## src/rtl/core/cidf_pkg.sv

```systemverilog
// package: shared types and constants for the can identifier range filter table
`default_nettype none
package cidf_pkg;

	localparam int unsigned ID_W     = 29;
	localparam int unsigned DLC_W    = 4;
	localparam int unsigned KIND_W   = 2;
	localparam int unsigned STATUS_W = 3;
	localparam int unsigned RIU_W    = 4;

	localparam logic [DLC_W-1:0] DLC_MIN = DLC_W'(1);
	localparam logic [DLC_W-1:0] DLC_MAX = DLC_W'(8);

	localparam logic [KIND_W-1:0] KIND_CHECK  = 2'd0;
	localparam logic [KIND_W-1:0] KIND_ADD    = 2'd1;
	localparam logic [KIND_W-1:0] KIND_REMOVE = 2'd2;

	localparam logic [STATUS_W-1:0] ST_DONE      = 3'd0;
	localparam logic [STATUS_W-1:0] ST_COVERED   = 3'd1;
	localparam logic [STATUS_W-1:0] ST_NOT_FOUND = 3'd2;
	localparam logic [STATUS_W-1:0] ST_INVALID   = 3'd3;
	localparam logic [STATUS_W-1:0] ST_FULL      = 3'd4;

	// item fields held for the whole walk, broadcast to every cell
	typedef struct packed {
		logic [KIND_W-1:0] kind;
		logic [ID_W-1:0]   frame_id;
		logic [DLC_W-1:0]  frame_dlc;
		logic [ID_W-1:0]   range_low;
		logic [ID_W-1:0]   range_high;
	} item_t;

	// token handed from cell to cell, collecting what the slots saw
	typedef struct packed {
		logic vld;
		logic hit;
		logic covered;
		logic free_seen;
		logic match_seen;
	} rec_t;

	// table update broadcast at the end of the walk
	typedef struct packed {
		logic add_go;
		logic del_go;
	} cmd_t;

endpackage
`default_nettype wire

```

## src/rtl/core/cidf_in_if.sv

```systemverilog
// interface: input channel carrying check, add and remove items
`default_nettype none
interface cidf_in_if;
	logic        valid;
	logic        ready;
	logic [1:0]  kind;
	logic [28:0] frame_id;
	logic [3:0]  frame_dlc;
	logic [28:0] range_low;
	logic [28:0] range_high;

	modport source (output valid, kind, frame_id, frame_dlc, range_low, range_high,
		input ready);
	modport sink (input valid, kind, frame_id, frame_dlc, range_low, range_high,
		output ready);
endinterface
`default_nettype wire

```

## src/rtl/core/cidf_out_if.sv

```systemverilog
// interface: result channel
`default_nettype none
interface cidf_out_if;
	logic       valid;
	logic       ready;
	logic       accept;
	logic [2:0] status;
	logic [3:0] ranges_in_use;

	modport source (output valid, accept, status, ranges_in_use, input ready);
	modport sink (input valid, accept, status, ranges_in_use, output ready);
endinterface
`default_nettype wire

```

## src/rtl/core/cidf_cell.sv

```systemverilog
// module: one table slot and its stage of the token chain
`default_nettype none
module cidf_cell (
	input  wire logic           clk,
	input  wire logic           arst_n,
	input  wire cidf_pkg::item_t item,
	input  wire cidf_pkg::rec_t  rec_in,
	output cidf_pkg::rec_t      rec_out,
	input  wire cidf_pkg::cmd_t  cmd
);
	import cidf_pkg::*;

	logic            used_q;
	logic [ID_W-1:0] low_q;
	logic [ID_W-1:0] high_q;
	logic            take_free_q;
	logic            take_match_q;
	logic            hit;
	logic            cov;
	logic            match;
	logic            free;
	rec_t            rec_nx;

	always_comb begin
		hit   = used_q && (item.frame_id >= low_q) && (item.frame_id <= high_q);
		cov   = used_q && (item.range_low >= low_q) && (item.range_high <= high_q);
		match = used_q && (item.range_low == low_q) && (item.range_high == high_q);
		free  = !used_q;
		rec_nx            = rec_in;
		rec_nx.hit        = rec_in.hit | hit;
		rec_nx.covered    = rec_in.covered | cov;
		rec_nx.free_seen  = rec_in.free_seen | free;
		rec_nx.match_seen = rec_in.match_seen | match;
	end

	always_ff @(posedge clk or negedge arst_n) begin
		if (!arst_n) begin
			rec_out      <= '0;
			take_free_q  <= 1'b0;
			take_match_q <= 1'b0;
		end else begin
			rec_out <= rec_nx;
			// first free / first matching slot claims itself as the token passes
			if (rec_in.vld) begin
				take_free_q  <= free && !rec_in.free_seen;
				take_match_q <= match && !rec_in.match_seen;
			end
		end
	end

	always_ff @(posedge clk or negedge arst_n) begin
		if (!arst_n) begin
			used_q <= 1'b0;
		end else if (cmd.add_go && take_free_q) begin
			used_q <= 1'b1;
		end else if (cmd.del_go && take_match_q) begin
			used_q <= 1'b0;
		end
	end

	always_ff @(posedge clk) begin
		if (cmd.add_go && take_free_q) begin
			low_q  <= item.range_low;
			high_q <= item.range_high;
		end
	end

endmodule
`default_nettype wire

```

## src/rtl/core/can_id_range_filter_table.sv

```systemverilog
// CAN identifier range filter table: top level with the row of slot cells
//
// Items arrive on the in channel: kind 0 checks a frame (frame_id, frame_dlc)
// against the stored ranges, kind 1 adds a range, kind 2 removes an exact range.
// Every item gives one beat on the out channel with accept, status and the
// number of ranges in use after the item.
// An accepted item starts a token at slot 0 that moves one slot per cycle
// along the row of SLOTS cells, gathering hit, cover, free and match flags.
// When it leaves the last cell the result is formed and the chosen slot is
// written or freed as the result beat is registered. One item is in flight
// at a time: the next input beat is taken only after the previous result
// is committed at the end of its token walk.
// A finished result sits in the output register; while the receiver stalls
// a new item can still be accepted and walk the chain, and only its table
// update waits until the pending beat is taken.
// Reset empties every slot and clears the count; no clearing pass is needed.
`default_nettype none
module can_id_range_filter_table #(
	parameter int unsigned SLOTS = 8
) (
	input  wire logic clk,
	input  wire logic arst_n,
	cidf_in_if.sink   in,
	cidf_out_if.source out
);
	import cidf_pkg::*;

	localparam int unsigned CNT_W = $clog2(SLOTS + 1);

	item_t            item_q;
	logic             busy_q;
	logic             start_q;
	rec_t             fin_q;
	logic [CNT_W-1:0] count_q;
	logic [CNT_W-1:0] count_nx;
	logic [31:0]      count_ext;
	logic             ov_q;
	logic             acc_q;
	logic [STATUS_W-1:0] st_q;
	logic [RIU_W-1:0] riu_q;

	logic             in_fire;
	logic             commit;
	logic             invalid;
	logic             res_acc;
	logic [STATUS_W-1:0] res_st;
	cmd_t             cmd;
	rec_t             chain [SLOTS+1];

	assign in_fire  = in.valid && in.ready;
	assign in.ready = !busy_q;
	assign commit   = fin_q.vld && (!ov_q || out.ready);
	assign invalid  = item_q.range_low > item_q.range_high;

	always_ff @(posedge clk) begin
		if (in_fire) begin
			item_q.kind       <= in.kind;
			item_q.frame_id   <= in.frame_id;
			item_q.frame_dlc  <= in.frame_dlc;
			item_q.range_low  <= in.range_low;
			item_q.range_high <= in.range_high;
		end
	end

	always_ff @(posedge clk or negedge arst_n) begin
		if (!arst_n) begin
			busy_q  <= 1'b0;
			start_q <= 1'b0;
			fin_q   <= '0;
		end else begin
			start_q <= in_fire;
			if (in_fire) begin
				busy_q <= 1'b1;
			end else if (commit) begin
				busy_q <= 1'b0;
			end
			if (chain[SLOTS].vld) begin
				fin_q <= chain[SLOTS];
			end else if (commit) begin
				fin_q <= '0;
			end
		end
	end

	always_comb begin
		chain[0]     = '0;
		chain[0].vld = start_q;
	end

	for (genvar g = 0; g < SLOTS; g++) begin : g_cell
		cidf_cell u_cell (
			.clk     (clk),
			.arst_n  (arst_n),
			.item    (item_q),
			.rec_in  (chain[g]),
			.rec_out (chain[g+1]),
			.cmd     (cmd)
		);
	end

	// result decode and table update
	always_comb begin
		res_acc    = 1'b0;
		res_st     = ST_DONE;
		cmd.add_go = 1'b0;
		cmd.del_go = 1'b0;
		count_nx   = count_q;
		unique case (item_q.kind)
			KIND_CHECK: begin
				res_acc = (count_q == '0) ||
					((item_q.frame_dlc >= DLC_MIN) && (item_q.frame_dlc <= DLC_MAX) &&
					fin_q.hit);
			end
			KIND_ADD: begin
				if (invalid) begin
					res_st = ST_INVALID;
				end else if (fin_q.covered) begin
					res_st = ST_COVERED;
				end else if (fin_q.free_seen) begin
					cmd.add_go = commit;
					count_nx   = count_q + CNT_W'(1);
				end else begin
					res_st = ST_FULL;
				end
			end
			KIND_REMOVE: begin
				if (invalid) begin
					res_st = ST_INVALID;
				end else if (fin_q.match_seen) begin
					cmd.del_go = commit;
					count_nx   = count_q - CNT_W'(1);
				end else begin
					res_st = ST_NOT_FOUND;
				end
			end
			default: begin
				res_st = ST_DONE;
			end
		endcase
		count_ext = 32'(count_nx);
	end

	always_ff @(posedge clk or negedge arst_n) begin
		if (!arst_n) begin
			count_q <= '0;
			ov_q    <= 1'b0;
		end else begin
			if (commit) begin
				count_q <= count_nx;
				ov_q    <= 1'b1;
			end else if (out.ready) begin
				ov_q <= 1'b0;
			end
		end
	end

	always_ff @(posedge clk) begin
		if (commit) begin
			acc_q <= res_acc;
			st_q  <= res_st;
			riu_q <= count_ext[RIU_W-1:0];
		end
	end

	assign out.valid         = ov_q;
	assign out.accept        = acc_q;
	assign out.status        = st_q;
	assign out.ranges_in_use = riu_q;

endmodule
`default_nettype wire

```

## src/flat_wrapper.sv

```systemverilog
// flat-port wrapper written by rule: the top's interface ports become plain ports
module can_id_range_filter_table_flat import cidf_pkg::*;
#(
	parameter int unsigned SLOTS = 8
)
  (clk, arst_n, in_valid, in_kind, in_frame_id, in_frame_dlc, in_range_low, in_range_high, in_ready, out_valid, out_accept, out_status, out_ranges_in_use, out_ready);
  cidf_in_if in_i ();
  cidf_out_if out_i ();
  input  wire logic clk;
  input  wire logic arst_n;
  input wire logic [$bits(in_i.valid)-1:0] in_valid;
  input wire logic [$bits(in_i.kind)-1:0] in_kind;
  input wire logic [$bits(in_i.frame_id)-1:0] in_frame_id;
  input wire logic [$bits(in_i.frame_dlc)-1:0] in_frame_dlc;
  input wire logic [$bits(in_i.range_low)-1:0] in_range_low;
  input wire logic [$bits(in_i.range_high)-1:0] in_range_high;
  output wire logic [$bits(in_i.ready)-1:0] in_ready;
  output wire logic [$bits(out_i.valid)-1:0] out_valid;
  output wire logic [$bits(out_i.accept)-1:0] out_accept;
  output wire logic [$bits(out_i.status)-1:0] out_status;
  output wire logic [$bits(out_i.ranges_in_use)-1:0] out_ranges_in_use;
  input wire logic [$bits(out_i.ready)-1:0] out_ready;
  assign in_i.valid = in_valid;
  assign in_i.kind = in_kind;
  assign in_i.frame_id = in_frame_id;
  assign in_i.frame_dlc = in_frame_dlc;
  assign in_i.range_low = in_range_low;
  assign in_i.range_high = in_range_high;
  assign in_ready = in_i.ready;
  assign out_valid = out_i.valid;
  assign out_accept = out_i.accept;
  assign out_status = out_i.status;
  assign out_ranges_in_use = out_i.ranges_in_use;
  assign out_i.ready = out_ready;
  can_id_range_filter_table #(.SLOTS(SLOTS)) u_core (.clk(clk), .arst_n(arst_n), .in(in_i), .out(out_i));
endmodule
```

## config.mk

```make
export PLATFORM = sky130hd
export DESIGN_NAME = can_id_range_filter_table_flat
export DESIGN_NICKNAME = d
export VERILOG_FILES = /design/src/rtl/core/cidf_pkg.sv /design/src/rtl/core/cidf_in_if.sv /design/src/rtl/core/cidf_out_if.sv /design/src/rtl/core/cidf_cell.sv /design/src/rtl/core/can_id_range_filter_table.sv /design/src/flat_wrapper.sv
export SDC_FILE = /design/constraint.sdc
export NUM_CORES = 2
export LEC_CHECK = 0
export BUFFER_PORTS_ARGS = -buffer_cell sky130_fd_sc_hd__buf_2
export CAP_MARGIN = 20
export CORE_UTILIZATION = 35
export CTS_CLUSTER_DIAMETER = 150
export CTS_CLUSTER_SIZE = 16
export DETAILED_ROUTE_END_ITERATION = 16
export GPL_ROUTABILITY_DRIVEN = 0
export GPL_TIMING_DRIVEN = 0
export PLACE_DENSITY = 0.6
export SETUP_SLACK_MARGIN = 0.1
export SLEW_MARGIN = 20
export SYNTH_ARGS = -nofsm -noshare
export SYNTH_HDL_FRONTEND = slang
export SYNTH_SLANG_ARGS = --single-unit
```

## constraint.sdc

```tcl
create_clock -name clk -period 13.1 [get_ports clk]
set_clock_uncertainty 0.1 [all_clocks]
set_input_delay 2.62 -clock clk [delete_from_list [all_inputs] [get_ports clk]]
set_output_delay 2.62 -clock clk [all_outputs]
set_load 0.03 [all_outputs]
```

### Yosys cells after proc, flatten, opt, wreduce, memory -nomap -nowiden

Cells that the tools add are included.

* bits in registers: 641
* latch bits: 0
* memory bits (writable): 0
* bits in read-only memories: 0
* input port bits: 97
* output and inout bits: 10
* logic and storage cells: 342
* memories kept: 0

* add/subtract/negate cells: 2
* $mul: 0
* div/mod/pow operators: 0
* $lt $le $gt $ge: 35
* eq/ne operators: 18
* shift operators: 0
* multiplexer cells: 41
* bitwise operators: 28
* reduce and logical (&&, ||, !) cells: 121

Operators with widths (number)
* $eq 29x29->1: 16
* $ge 29x29->1: 16
* $le 29x29->1: 16
* $logic_and 1x1->1: 82
* $gt 29x29->1: 1
* $or 1x1->1: 28
* $mux 1: 27
* $logic_not 1->1: 24
* $reduce_bool 2->1: 11
* $mux 4: 5
* $mux 3: 4
* $mux 5: 2
* $pmux 4 s2: 1
* $pmux 3 s2: 1
* $add 4x1->4 const B: 1
* $ge 4x1->1 const B: 1
* $le 4x4->1 const B: 1
* $logic_not 4->1: 1
* $sub 4x1->4 const B: 1
* $eq 2x1->1 const B: 1
* $eq 2x2->1 const B: 1
* $logic_not 2->1: 1
* $logic_or 1x1->1: 2
* $mux 2: 1

### Depth between registers and ports, before layout

* depth after elaboration: 9
* depth in mapped cells: 11
* gate-level depth less buffers: 10

### Hierarchy

Synthesis repeated with hierarchy kept, for this count alone.

* cell total of the unflattened synthesis: 3778
* area, all modules: 42767.3 um^2

By module, submodules not included
* cidf_cell: times used 8, cells an instance 431, area an instance 4753.3 um^2, seq. area each 1941.9 um^2
* can_id_range_filter_table: times used 1, cells an instance 330, area an instance 4740.8 um^2, seq. area each 3333.2 um^2

### Worst setup path before layout

No wires, ideal clock.

* path kind: input -> register
* start point: in in_valid
* end point: reg u_core.start_q
* setup time: 0.565 ns
* arrival: 6.731 ns
* required time: 12.435 ns
* slack: 5.704 ns
* cell stages on the path: 1
* buffers on the path: 0
* cells stage by stage: nor2b_1

* word-level cells in the longest chain between the ends: 1

Ends and longest elaborated chain
* start, declared: line flat_wrapper.sv:11 `input wire logic [$bits(in_i.valid)-1:0] in_valid;`
* $logic_and 1x1->1: line can_id_range_filter_table.sv:50 `assign in_fire = in.valid && in.ready;`
* end signal, assigned: line can_id_range_filter_table.sv:71 `start_q <= in_fire;`
* end, declared: line can_id_range_filter_table.sv:32 `logic start_q;`

No other way between the ends.
A chain may end at the register's enable or synchronous reset.

### Final worst setup path

* start point: reg u_core.item_q[12] (netlist name)
* end point: reg u_core.g_cell[1].u_cell.high_q[3] (enable)

* word-level cells in the longest chain between the ends: 4

Ends and longest elaborated chain
* start, declared: line can_id_range_filter_table.sv:30 `item_t item_q;`
* $gt 29x29->1: line can_id_range_filter_table.sv:53 `assign invalid = item_q.range_low > item_q.range_high;`
* $mux 1: line can_id_range_filter_table.sv:115 `if (invalid) begin`
* $mux 1: line can_id_range_filter_table.sv:108 `unique case (item_q.kind)`
* $logic_and 1x1->1: line cidf_cell.sv:62 `if (cmd.add_go && take_free_q) begin`
* end signal, assigned: line cidf_cell.sv:64 `high_q <= item.range_high;`
* end, declared: line cidf_cell.sv:15 `logic [ID_W-1:0] high_q;`

No other way between the ends.

==> results.yml <==
clock_network:
  clk_pin_slew_ns: 0.08
  cts_buffers: 46
  cts_setup_buffers: 0
  cts_tree: "yes"
  htree_levels: 2
  ctsResizeCount: 0
  worstSkewPairLatency_ns: 0.62
  cts_buffer_depth: 3
  cts_hold_buf: 0
  clock-sinks: 641
  root_buffer: "clkbuf_16"
layout:
  fin_nets: 4962
  nFillCells: 11630
  layout-drive-gt1-share: 0.06190
  num_antenna_cells: 0
  area_delta_synth_final_pct: 11.01
synth:
  yosys_warnings: 0
  synth_xor_area_frac: 0.0004129
  ys_ff_latch: 641
  yosysMostFrequentCell: "ha_1"
  synth_cell_types: 71
  synthSimpleGateAreaFrac: 0.09395
  synth_top_family_by_area: "adder cells"
  syn_nets: 4767
  synth_seq_area_share: 0.4447
  synth-compound-area-share: 0.1277
  synth-adder-area-share: 0.2837
  async_flop_share: 0.1186
  syn_inst: 3708
  ys.flop_type: "edfxtp_1"
  synthMuxAreaShare: 0.003952
  synth_edf_count: 565
  synth_area_leaders: "edfxtp_1 40%, ha_1 28%, dfrtp_1 4.5%, inv_1 4.5%, a21o_1 3.6%"
  netlist_area_um2: 42430
  syn_area_per_cell_um2: 11.44
  netlist_top_cells_count: "962 x ha_1, 565 x edfxtp_1, 506 x inv_1"
  yosysTopAreaCell: "edfxtp_1"
  synth.top_cell.area_share: 0.3999
worst_setup_path:
  path_max_fanout: 30
  crit_required_ns: 13.31
  reg2reg_depth: 12
  reg2reg_to: "u_core.g_cell[1].u_cell.high_q[3]"
  critical_path_class: "register to register"
  cp-start-kind: "register"
  crit_arrival_ns: 5.45
  critPathCaptureType: "register"
  r2r_start: "u_core.item_q[12]"
  r2r_slack_ns: 7.85
global_routing:
  grt_pass1_vias: 28930
  grt_max_degree: 58
  grt_util_all_layers: 0.1988
  grt_pass1_wl_mm: 182.7
  antenna_found_initial: 2
  grt-ovfl-total: 0
placed_design:
  dpl.hpwl_mm: 89.17
  dp_slack_ns: 7.937
  portBuffers: 106
sta:
  hold-worst-slack_ns: 0.3292
  hold_viol: 0
  max_freq_ghz: 0.1906
  rsz0062_at_grt: "false"
  slew_viol_final: 0
  tns_ns: 0
  worst_slew_pin_slew_ns: 1.360
  finalCritPeriodShare: 0.4005
  setup_viol: 0
  slew_headroom: 0.08493
  setup_slack_ns: 7.853
  min_period_ns: 5.247
drt:
  dr.pass1.iters: 5
  drt_first_iter_violations: 2134
  drc_errors: 0
  vias: 29540
  vias_per_cell: 5.334
  wl_per_cell_um: 21.96
  wirelength_mm: 121.6
  ant_nets: 0
die:
  coreArea_um2: 120100
  io_pins: 107
  dieArea_um2: 122600
  die_x_um: 350.2
  row_count: 127
  initial_core_util: 0.3532
  die_h_um: 350.2
min_path:
  hold_start: "u_core.g_cell[0].u_cell.rec_out[4]"
  min_to: "u_core.g_cell[1].u_cell.rec_out[4]"
  whs_path_depth: 0
  hp-class: "register to register"
run_status:
  status: "complete, no violations"
power:
  p_per_area_nw_per_um2: 114.1
  ir_worst_vdd_mv: 0.09048
  leakage_uw: 0.02139
run:
  drv_cap: 0
-- layout by cell type (no fill, tap or decap), drive strengths merged, types with 70 or more instances in the layout --
master  synthesis  routed
o21ai         170     170
ha            962     962
dfrtp          76      76
nor2          123     123
a21oi         246     246
inv           506     509
nand2         128     128
nand4         173     173
a21o          206     206
nor2b          91      91
edfxtp        565     565
buf             3     150
clkbuf          3      70
-- sequential cells by signal, indices dropped and copies added (netlist names), 3 cells and up --
signal,cells
u_core.count_q,4
u_core.out.ranges_in_use,4
u_core.g_cell.u_cell.low_q,232
u_core.g_cell.u_cell.used_q,8
u_core.g_cell.u_cell.take_match_q,8
u_core.g_cell.u_cell.take_free_q,8
u_core.fin_q,5
u_core.g_cell.u_cell.rec_out,40
u_core.g_cell.u_cell.high_q,232
u_core.out.status,3
u_core.item_q,93
-- per-stage QoR --
step | instances | power [uW] | instance area (um2) | util
final | 5538 | 5373 | 47100 | 0.3921
after global routing | 5538 | 5674 | 47100 | 0.3921
after CTS | 5538 | 5423 | 47100 | 0.3921
after detailed placement | 5467 | 4003 | 45820 | 0.3814
after global placement | 5426 | 3915 | 44980 | 0.3744
after floorplan | 3708 | 3397 | 42430 | -
-- worst max path at each step --
stage,start,endpoint,depth (start not counted)
2_1_floorplan,in_valid,u_core.start_q,1
3_3_place_gp,in_valid,u_core.start_q,2
3_5_place_dp,u_core.item_q[12],u_core.g_cell[1].u_cell.high_q[0],12
4_1_cts,u_core.item_q[12],u_core.g_cell[1].u_cell.high_q[27],12
5_1_grt,u_core.item_q[12],u_core.g_cell[1].u_cell.high_q[3],12
6_report,u_core.item_q[12],u_core.g_cell[1].u_cell.high_q[3],12
-- metal layers --
layer	up-vias	part of all wire	global-route usage
met1	14340	0.47	0.2811
met3	146	0.051	0.02237
met5	-	0	0
li1	14360	-	-
met4	0	0.031	0.05997
met2	694	0.44	0.3178
-- where the power goes --
part / switching, uW / total, uW / internal, uW
clock network: 753 / 1410 / 655
registers: 324 / 2710 / 2390
logic: 714 / 1250 / 541
-- cells by family after synthesis --
kind of cell,count (synthesis)
adders and majority gates,962
AOI/OAI and AO/OA,845
muxes,15
xor gates and xnor gates,2
DFF,641
buffers and inverters,512
and+or+nand+nor,731
-- critical path, cell delays in order, from the launching register on --
cell and delay, ns:
edfxtp_1 0.97, inv_1 0.18, ha_1 0.36, nand4_1 0.17
nor4_2 0.75, nand2b_1 0.21, a31oi_2 0.13, nor2_4 0.34
nand2_4 0.10, nor3_4 0.47, buf_6 0.23, and2_4 0.52
buf_12 0.28
-- final cells by class --
| cell class | instances | area (um2) | area share |
|---|---|---|---|
| Buffer | 6 | 35.03 | 0.0007438 |
| Clock buffer | 67 | 1230 | 0.02611 |
| Clock inverter | 4 | 50.05 | 0.001063 |
| Inverter | 506 | 1899 | 0.04033 |
| Multi-Input combinational cell | 2555 | 21680 | 0.4602 |
| Sequential cell | 641 | 18870 | 0.4006 |
| Tap cell | 1612 | 2017 | 0.04282 |
| Timing Repair Buffer | 147 | 1323 | 0.02808 |
Power figures use the tool's default switching activity.
